===== src/hw/rtl/cps_pkg.sv =====
package cps_pkg;

  localparam int MaxChunk   = 48;
  localparam int MaxPayload = 65536;
  localparam int FifoDepth  = 4;
  localparam int PtrW       = $clog2(FifoDepth);
  localparam int CountW     = $clog2(FifoDepth + 1);

  localparam logic [31:0] CrcOnes = 32'hFFFF_FFFF;

  typedef enum logic [2:0] {
    PH_IDLE,
    PH_WAIT_START,
    PH_DATA,
    PH_WAIT_CHUNK,
    PH_WAIT_END
  } phase_t;

  localparam logic [2:0] CMD_BEGIN       = 3'd0;
  localparam logic [2:0] CMD_START_REPLY = 3'd1;
  localparam logic [2:0] CMD_DATA        = 3'd2;
  localparam logic [2:0] CMD_CHUNK_REPLY = 3'd3;
  localparam logic [2:0] CMD_END_REPLY   = 3'd4;

  localparam logic [2:0] ACT_START   = 3'd0;
  localparam logic [2:0] ACT_CHUNK   = 3'd1;
  localparam logic [2:0] ACT_END     = 3'd2;
  localparam logic [2:0] ACT_ABORT   = 3'd3;
  localparam logic [2:0] ACT_SKIPPED = 3'd4;
  localparam logic [2:0] ACT_DONE    = 3'd5;
  localparam logic [2:0] ACT_FAILED  = 3'd6;
  localparam logic [2:0] ACT_IGNORED = 3'd7;

  localparam logic CFG_PAYLOAD_TYPE = 1'b0;
  localparam logic CFG_CHUNK_SIZE   = 1'b1;

  // One queued transaction; pre_abort puts an abort ahead of it on the output.
  typedef struct packed {
    logic [2:0]  action;
    logic [16:0] length;
    logic [31:0] crc;
    logic [31:0] rid;
    logic [15:0] offset;
    logic        pre_abort;
  } result_t;

  function automatic logic [31:0] nib_tab(input logic [3:0] idx);
    logic [31:0] v;
    case (idx)
      4'h0:    v = 32'h0000_0000;
      4'h1:    v = 32'h1DB7_1064;
      4'h2:    v = 32'h3B6E_20C8;
      4'h3:    v = 32'h26D9_30AC;
      4'h4:    v = 32'h76DC_4190;
      4'h5:    v = 32'h6B6B_51F4;
      4'h6:    v = 32'h4DB2_6158;
      4'h7:    v = 32'h5005_713C;
      4'h8:    v = 32'hEDB8_8320;
      4'h9:    v = 32'hF00F_9344;
      4'hA:    v = 32'hD6D6_A3E8;
      4'hB:    v = 32'hCB61_B38C;
      4'hC:    v = 32'h9B64_C2B0;
      4'hD:    v = 32'h86D3_D2D4;
      4'hE:    v = 32'hA00A_E278;
      default: v = 32'hBDBD_F21C;
    endcase
    return v;
  endfunction

  function automatic logic [31:0] crc_byte(input logic [31:0] c, input logic [7:0] b);
    logic [31:0] t;
    t = c ^ {24'h0, b};
    t = nib_tab(t[3:0]) ^ {4'h0, t[31:4]};
    t = nib_tab(t[3:0]) ^ {4'h0, t[31:4]};
    return t;
  endfunction

endpackage


===== src/hw/rtl/chunked_payload_sender_core.sv =====
// A result transaction is registered in the result queue when its input is accepted.
// Throughput: one input per cycle while the 4-entry result queue has room; an
//   input that yields abort then failed offers the abort first, then the failed result.
// Reset (rst, synchronous): phase idle, transfer state cleared, CRC all ones,
//   chunk_size 48, result queue empty.
module chunked_payload_sender_core (
  input  logic        clk,
  input  logic        rst,
  input  logic        cfg_write,
  input  logic        cfg_index,
  input  logic [7:0]  cfg_data,
  input  logic        in_valid,
  output logic        in_stall,
  input  logic [2:0]  command,
  input  logic [16:0] total_length,
  input  logic [31:0] total_crc,
  input  logic        info_answered,
  input  logic [7:0]  info_status,
  input  logic [31:0] info_size,
  input  logic [31:0] info_crc,
  input  logic [7:0]  completion_code,
  input  logic        reply_short,
  input  logic [31:0] reply_resource_id,
  input  logic [7:0]  data_value,
  output logic        out_valid,
  input  logic        out_stall,
  output logic [2:0]  action,
  output logic [16:0] length_out,
  output logic [31:0] crc_out,
  output logic [31:0] resource_id_out,
  output logic [15:0] offset_out,
  output logic        last
);

  // payload_type only travels with requests in the transport; it has no
  // effect on any result here, so writes to it are accepted and dropped.
  logic [5:0] chunk_size;

  cps_pkg::phase_t phase, phase_next;
  logic [16:0] length_total, length_total_next;
  logic [31:0] reservation, reservation_next;
  logic [16:0] sent_offset, sent_offset_next;
  logic [5:0]  bytes_in_chunk, bytes_in_chunk_next;
  logic [31:0] running_crc, running_crc_next;

  cps_pkg::result_t fifo [cps_pkg::FifoDepth];
  logic [cps_pkg::PtrW-1:0]   wr_ptr, rd_ptr;
  logic [cps_pkg::CountW-1:0] count;
  logic                       abort_sent;

  logic             accept;
  logic             push;
  logic             pop;
  cps_pkg::result_t res;
  cps_pkg::result_t head;
  logic             abort_view;
  logic [5:0]       chunk_eff;
  logic [31:0]      crc_new;
  logic [5:0]       bic_new;
  logic [17:0]      fill_end;
  logic [16:0]      offset_sum;

  assign in_stall = (count == cps_pkg::CountW'(cps_pkg::FifoDepth));
  assign accept   = in_valid && !in_stall;

  always_ff @(posedge clk) begin
    if (rst) begin
      chunk_size <= 6'd48;
    end else if (cfg_write && cfg_index == cps_pkg::CFG_CHUNK_SIZE) begin
      chunk_size <= cfg_data[5:0];
    end
  end

  always_comb begin
    if (chunk_size == 6'd0) begin
      chunk_eff = 6'd1;
    end else if (chunk_size > 6'(cps_pkg::MaxChunk)) begin
      chunk_eff = 6'(cps_pkg::MaxChunk);
    end else begin
      chunk_eff = chunk_size;
    end
  end

  assign crc_new    = cps_pkg::crc_byte(running_crc, data_value);
  assign bic_new    = bytes_in_chunk + 6'd1;
  assign fill_end   = {1'b0, sent_offset} + {12'h0, bic_new};
  assign offset_sum = sent_offset + {11'h0, bytes_in_chunk};

  always_comb begin
    phase_next          = phase;
    length_total_next   = length_total;
    reservation_next    = reservation;
    sent_offset_next    = sent_offset;
    bytes_in_chunk_next = bytes_in_chunk;
    running_crc_next    = running_crc;
    push                = 1'b0;
    res                 = '0;
    if (accept) begin
      if (command == cps_pkg::CMD_BEGIN) begin
        phase_next          = cps_pkg::PH_IDLE;
        length_total_next   = '0;
        reservation_next    = '0;
        sent_offset_next    = '0;
        bytes_in_chunk_next = '0;
        running_crc_next    = cps_pkg::CrcOnes;
        push                = 1'b1;
        if (total_length == 17'd0 || total_length > 17'(cps_pkg::MaxPayload)) begin
          res.action = cps_pkg::ACT_FAILED;
        end else if (info_answered && info_status == 8'h01 &&
                     info_size == {15'h0, total_length} && info_crc == total_crc) begin
          res.action = cps_pkg::ACT_SKIPPED;
        end else begin
          length_total_next = total_length;
          phase_next        = cps_pkg::PH_WAIT_START;
          res.action        = cps_pkg::ACT_START;
          res.length        = total_length;
          res.crc           = total_crc;
        end
      end else if (command == cps_pkg::CMD_START_REPLY && phase == cps_pkg::PH_WAIT_START) begin
        if (reply_short || completion_code != 8'd0) begin
          phase_next          = cps_pkg::PH_IDLE;
          length_total_next   = '0;
          reservation_next    = '0;
          sent_offset_next    = '0;
          bytes_in_chunk_next = '0;
          running_crc_next    = cps_pkg::CrcOnes;
          push                = 1'b1;
          res.action          = cps_pkg::ACT_FAILED;
        end else begin
          reservation_next = reply_resource_id;
          phase_next       = cps_pkg::PH_DATA;
        end
      end else if (command == cps_pkg::CMD_DATA && phase == cps_pkg::PH_DATA) begin
        bytes_in_chunk_next = bic_new;
        if (bic_new >= chunk_eff || fill_end >= {1'b0, length_total}) begin
          running_crc_next = cps_pkg::CrcOnes;
          phase_next       = cps_pkg::PH_WAIT_CHUNK;
          push             = 1'b1;
          res.action       = cps_pkg::ACT_CHUNK;
          res.length       = {11'h0, bic_new};
          res.crc          = crc_new ^ cps_pkg::CrcOnes;
          res.rid          = reservation;
          res.offset       = sent_offset[15:0];
        end else begin
          running_crc_next = crc_new;
        end
      end else if (command == cps_pkg::CMD_CHUNK_REPLY && phase == cps_pkg::PH_WAIT_CHUNK) begin
        if (completion_code != 8'd0) begin
          phase_next          = cps_pkg::PH_IDLE;
          length_total_next   = '0;
          reservation_next    = '0;
          sent_offset_next    = '0;
          bytes_in_chunk_next = '0;
          running_crc_next    = cps_pkg::CrcOnes;
          push                = 1'b1;
          res.action          = cps_pkg::ACT_FAILED;
          res.pre_abort       = 1'b1;
        end else begin
          sent_offset_next    = offset_sum;
          bytes_in_chunk_next = '0;
          if (offset_sum >= length_total) begin
            phase_next = cps_pkg::PH_WAIT_END;
            push       = 1'b1;
            res.action = cps_pkg::ACT_END;
            res.rid    = reservation;
          end else begin
            phase_next = cps_pkg::PH_DATA;
          end
        end
      end else if (command == cps_pkg::CMD_END_REPLY && phase == cps_pkg::PH_WAIT_END) begin
        phase_next          = cps_pkg::PH_IDLE;
        length_total_next   = '0;
        reservation_next    = '0;
        sent_offset_next    = '0;
        bytes_in_chunk_next = '0;
        running_crc_next    = cps_pkg::CrcOnes;
        push                = 1'b1;
        if (completion_code != 8'd0) begin
          res.action    = cps_pkg::ACT_FAILED;
          res.pre_abort = 1'b1;
        end else begin
          res.action = cps_pkg::ACT_DONE;
        end
      end else begin
        push       = 1'b1;
        res.action = cps_pkg::ACT_IGNORED;
      end
    end
  end

  always_ff @(posedge clk) begin
    if (rst) begin
      phase          <= cps_pkg::PH_IDLE;
      length_total   <= '0;
      reservation    <= '0;
      sent_offset    <= '0;
      bytes_in_chunk <= '0;
      running_crc    <= cps_pkg::CrcOnes;
    end else begin
      phase          <= phase_next;
      length_total   <= length_total_next;
      reservation    <= reservation_next;
      sent_offset    <= sent_offset_next;
      bytes_in_chunk <= bytes_in_chunk_next;
      running_crc    <= running_crc_next;
    end
  end

  // Result queue
  assign head       = fifo[rd_ptr];
  assign out_valid  = (count != '0);
  assign abort_view = head.pre_abort && !abort_sent;
  assign pop        = out_valid && !out_stall && !abort_view;

  always_ff @(posedge clk) begin
    if (push) begin
      fifo[wr_ptr] <= res;
    end
  end

  always_ff @(posedge clk) begin
    if (rst) begin
      wr_ptr     <= '0;
      rd_ptr     <= '0;
      count      <= '0;
      abort_sent <= 1'b0;
    end else begin
      if (push) begin
        wr_ptr <= wr_ptr + 1'b1;
      end
      if (pop) begin
        rd_ptr <= rd_ptr + 1'b1;
      end
      if (push && !pop) begin
        count <= count + 1'b1;
      end else if (pop && !push) begin
        count <= count - 1'b1;
      end
      if (pop) begin
        abort_sent <= 1'b0;
      end else if (out_valid && !out_stall && abort_view) begin
        abort_sent <= 1'b1;
      end
    end
  end

  always_comb begin
    if (abort_view) begin
      action          = cps_pkg::ACT_ABORT;
      length_out      = '0;
      crc_out         = '0;
      resource_id_out = '0;
      offset_out      = '0;
      last            = 1'b0;
    end else begin
      action          = head.action;
      length_out      = head.length;
      crc_out         = head.crc;
      resource_id_out = head.rid;
      offset_out      = head.offset;
      last            = 1'b1;
    end
  end

`ifndef SYNTHESIS
  a_abort_sent_head: assert property (@(posedge clk) disable iff (rst)
    abort_sent |-> (out_valid && head.pre_abort))
    else $error("abort marked sent without a pending abort entry");

  a_idle_clean: assert property (@(posedge clk) disable iff (rst)
    (phase == cps_pkg::PH_IDLE) |-> (length_total == '0 && sent_offset == '0 &&
                                      bytes_in_chunk == '0))
    else $error("idle phase with transfer state left over");

  a_chunk_nonempty: assert property (@(posedge clk) disable iff (rst)
    (phase == cps_pkg::PH_WAIT_CHUNK) |-> (bytes_in_chunk != '0))
    else $error("waiting on chunk reply with empty chunk");

  a_offset_bound: assert property (@(posedge clk) disable iff (rst)
    (phase == cps_pkg::PH_DATA) |-> (sent_offset < length_total))
    else $error("taking data past the payload length");

  a_count_track: assert property (@(posedge clk) disable iff (rst)
    (push && !pop) |=> (count == $past(count) + 1'b1))
    else $error("queue count lost a pushed transaction");
`endif

endmodule


===== config.mk =====
export PLATFORM = sky130hd
export DESIGN_NAME = chunked_payload_sender_core
export DESIGN_NICKNAME = d
export VERILOG_FILES = /design/src/hw/rtl/cps_pkg.sv /design/src/hw/rtl/chunked_payload_sender_core.sv
export SDC_FILE = /design/constraint.sdc
export NUM_CORES = 1
export LEC_CHECK = 0
export BUFFER_PORTS_ARGS = -buffer_cell sky130_fd_sc_hd__buf_2
export CORE_UTILIZATION = 55
export CTS_CLUSTER_DIAMETER = 200
export DETAILED_ROUTE_END_ITERATION = 8
export GPL_ROUTABILITY_DRIVEN = 0
export HOLD_SLACK_MARGIN = 0.05
export PLACE_DENSITY = 0.76
export SLEW_MARGIN = 20
export SYNTH_ARGS = -nofsm -noshare
export SYNTH_HDL_FRONTEND = slang
export SYNTH_SLANG_ARGS = --single-unit

===== constraint.sdc =====
create_clock -name clk -period 10.2 [get_ports clk]
set_clock_uncertainty 0.15 [all_clocks]
set_input_delay 1.53 -clock clk [delete_from_list [all_inputs] [get_ports clk]]
set_output_delay 1.53 -clock clk [all_outputs]
set_load 0.01 [all_outputs]

==> results.md <==
- Status: finished, final reports clean
- DRT antenna net count: 0
- Layout cells sized above 1: 0.248
- DR vias: 16200
- Initial antenna violation count: 2
- Grt met2 use: 0.427
- I/O pin count: 291
- Vias per cell: 6.03
- Placed cell areas: 26200 um^2
- Ant diodes: 0
- Max Fclk: 139 MHz
- DRC: 0
- Mapped Cells: 1798
- Gr busiest metal: met2
- Die height: 212 um
- DRT Pass-1 Iters: 6
- Hpwl dp: 40.6 mm
- Row count: 76
- Max incr delay on CP: 0.89 ns
- Vias in the first global route: 15700
- Final instance area: 27900 um^2
- Synth unique cells: 68
- Htree depth: 2
- Pins over their slew limit: 0
- TNS Setup: 0 ns
- Worst slew pin tran: 1.22 ns
- First-pass GRT wire length: 91.9 mm
- CTS buffer count: 51
- Setup bufs post-CTS: 0
- VDD IR max: 140 uV
- Worst Path Max Fanout: 59
- Hold Path Stages: 2
- FILL cells: 3148
- Slowest cell on crit path: and2_4
- Hold path endpoint: reservation[31]
- Final Hold Viols: 0
- Clock latency on the worst-skew pair: 0.60 ns
- EDFF count, synth: 404
- Critical path arrival: 7.27 ns
- Final Routed Wirelength: 60.9 mm
- Fin nets: 2302
- Main synth FF type: edfxtp_1
- Reg clk slew, reported paths: 0.06 ns
- HP Class: flop to flop
- P&R area growth vs syn: 15.1%
- Lkg Pwr: 10.0 nW
- Syn Area/Cell: 13.5 um^2
- R2R Setup Slk: 2.99 ns
- Terminus of the critical flop-to-flop path: fifo[0][46]
- Placed cell count: 2584
- Yosys warning total: 0
- Crit Path Category: flop to flop
- Detailed Route Iter0 Violations: 2003
- Gates resized, CTS repair: 0
- Largest net degree at the start of global routing: 85
- Die Span X: 212 um
- GR Layer Usage met3: 0.0568
- CTS hold repair buffers: 0
- Mapped cell area: 24200 um^2
- Synth Net Count: 2048
- Slew HR: 0.188
- Setup crit start kind: flop
- Total gr overflow: 0
- Critical Path Sink Type: flop
- I/O Buffers: 288
- Power per cell area: 206 nW/um^2
- Beginning of the worst hold path: reservation[31]
- Final setup viols: 0
- Critical Path RT: 10.27 ns
- Grt met1 use: 0.392
- Worst R2R Path Depth: 20
- Core ar.: 43300 um^2
- Worst-path cell chain: ha_1 > xor2_1 > ha_1 > a21o_1 > a21o_1 > a21o_1 > a21oi_1 > or2_2 > nor3_1 > xor2_1 > ha_1 > nand3_1 > nor3_1 > nor4b_1 > a211oi_2 > nand4_1 > buf_4 > nor3b_2 > and2_4 > buf_4
- Clock buffer depth: 3
- Initial core utilization: 0.559
- Max_cap viols: 0
- Final Non-Filler Cells: 2680
- Tmin final: 7.21 ns
- RSZ-0062 raised after global routing: no
- WL/cell: 22.7 um
- FF+latch count, synth: 527
- Ys async rst share: 0
- GRT Util Overall: 0.274
- CTS sink cnt: 527
- Worst reg2reg path startpoint: bytes_in_chunk[0]
- Die area: 44900 um^2
- TritonCTS clock tree: built
- Register area share after synthesis: 0.603
- CP Launch Point: bytes_in_chunk[0]
- Fin crit share: 0.707
- Clock root buffer: clkbuf_16
## kinds of logic after synthesis
| family | Yosys count | share of synthesized area |
|---|---|---|
| xor gates and xnor gates | 158 | 0.0603 |
| and+or+nand+nor | 565 | 0.121 |
| DFF | 527 | 0.603 |
| adders and majority gates | 62 | 0.0330 |
| muxes | 105 | 0.0957 |
| AOI/OAI and AO/OA | 240 | 0.0638 |
| buffers and inverters | 141 | 0.0230 |
## metrics by stage
step                      worst slack [ns]  total power, mW  hold slack, ns   util
after global placement                3.18             3.86           0.284  0.604
after CTS                             3.11             5.77           0.301  0.644
after floorplan                       3.28             3.40           0.277      -
after detailed placement              3.11             3.88           0.292  0.604
after global routing                  2.67             5.94           0.314  0.644
final                                 2.99             5.73           0.300  0.644
## synthesized netlist by cell type (4+ instances only)
library cell,instances,share of area
clkbuf_1,74,0.011
a22oi_1,35,0.011
nor3b_1,4,0.0012
ha_1,59,0.030
buf_1,17,0.0026
a21oi_1,94,0.019
inv_1,33,0.0051
or3_1,7,0.0018
nand2_1,137,0.021
a21o_1,12,0.0037
nand4b_1,4,0.0014
xor2_1,41,0.015
nand3b_1,4,0.0012
nand3_1,72,0.015
a32o_1,15,0.0062
nor2b_1,6,0.0016
nor2_1,79,0.012
xor2_2,4,0.0027
dfxtp_1,123,0.10
xnor2_2,6,0.0040
o22ai_1,27,0.0070
nor4_1,14,0.0036
edfxtp_1,404,0.50
and2_1,137,0.035
o21bai_1,4,0.0012
o21ai_0,25,0.0052
and3_1,32,0.0083
nand2b_1,8,0.0021
a211oi_1,4,0.0012
mux4_2,101,0.094
nor3_1,20,0.0041
nand4_1,24,0.0062
buf_2,15,0.0031
xnor2_1,107,0.039
## where the power goes
| group | leakage [nW] | internal, mW | total [mW] | switching (mW) |
|---|---|---|---|---|
| clock network | 0.819 | 1.09 | 1.90 | 0.810 |
| logic | 4.47 | 0.555 | 1.28 | 0.727 |
| registers | 4.76 | 2.49 | 2.54 | 0.0535 |
| total | 10.0 | 4.14 | 5.73 | 1.59 |
## final cells by class
cell class	instances	area [um^2]	area share
clock buffers	69	1390	0.0500
clock inverters	27	304	0.0109
inverters	34	128	0.00458
multi-input cells	1130	9100	0.327
flip-flops and latches	527	14600	0.524
well taps	585	732	0.0263
repair buffers	308	1600	0.0573
## layer usage
metal	vias to the layer above	routed length [um]
met3	107	5710
met5	-	0
met2	822	28300
met1	7997	25400
met4	0	1490
li1	7236	-
## sequential cells by signal, indices dropped and copies added (netlist names), named ones only
signal / count
count: 3
phase: 3
rd_ptr: 2
abort_sent: 1
fifo: 404
chunk_size: 6
reservation: 32
wr_ptr: 2
running_crc: 32
length_total: 17
bytes_in_chunk: 6
sent_offset: 17
## worst max-delay path, delay by kind of cell, from the launching register on
kind / cells / cell delay [ns]
simple gates: 8 / 2.75
fa+ha+maj: 3 / 0.93
buf+inv: 2 / 1.03
xor+xnor: 2 / 0.45
flops: 1 / 0.48
compound gates: 5 / 0.97
## worst max-delay path by stage
stage,end,cells past startpoint,slack [ns]
3_3_place_gp,fifo[3][91],20,3.18
4_1_cts,fifo[0][47],20,3.11
6_report,fifo[0][46],20,2.99
3_5_place_dp,fifo[0][22],20,3.11
5_1_grt,fifo[3][91],20,2.67
2_1_floorplan,fifo[0][0],19,3.28
## placed cells by master (no fill, tap or decap), types with 5 or more instances in the layout
cell type	instances
edfxtp_1	404
o21ai_0	25
xnor2_2	6
a22oi_1	35
and2_1	133
xnor2_1	107
xor2_1	41
buf_2	288
nor3_1	19
or3_1	7
a21o_1	12
nand2_1	137
o22ai_1	27
nand3_1	71
nand4_1	24
a21oi_1	94
nor4_1	14
inv_1	32
clkinv_1	9
and3_1	32
dfxtp_1	121
ha_1	59
mux4_2	101
nor2_1	79
clkinv_2	5
clkbuf_8	5
clkbuf_16	51
a32o_1	15
clkbuf_1	13
buf_4	19
bufinv_16	5
nand2b_1	8
No activity file was read; power rests on OpenSTA's default activity.
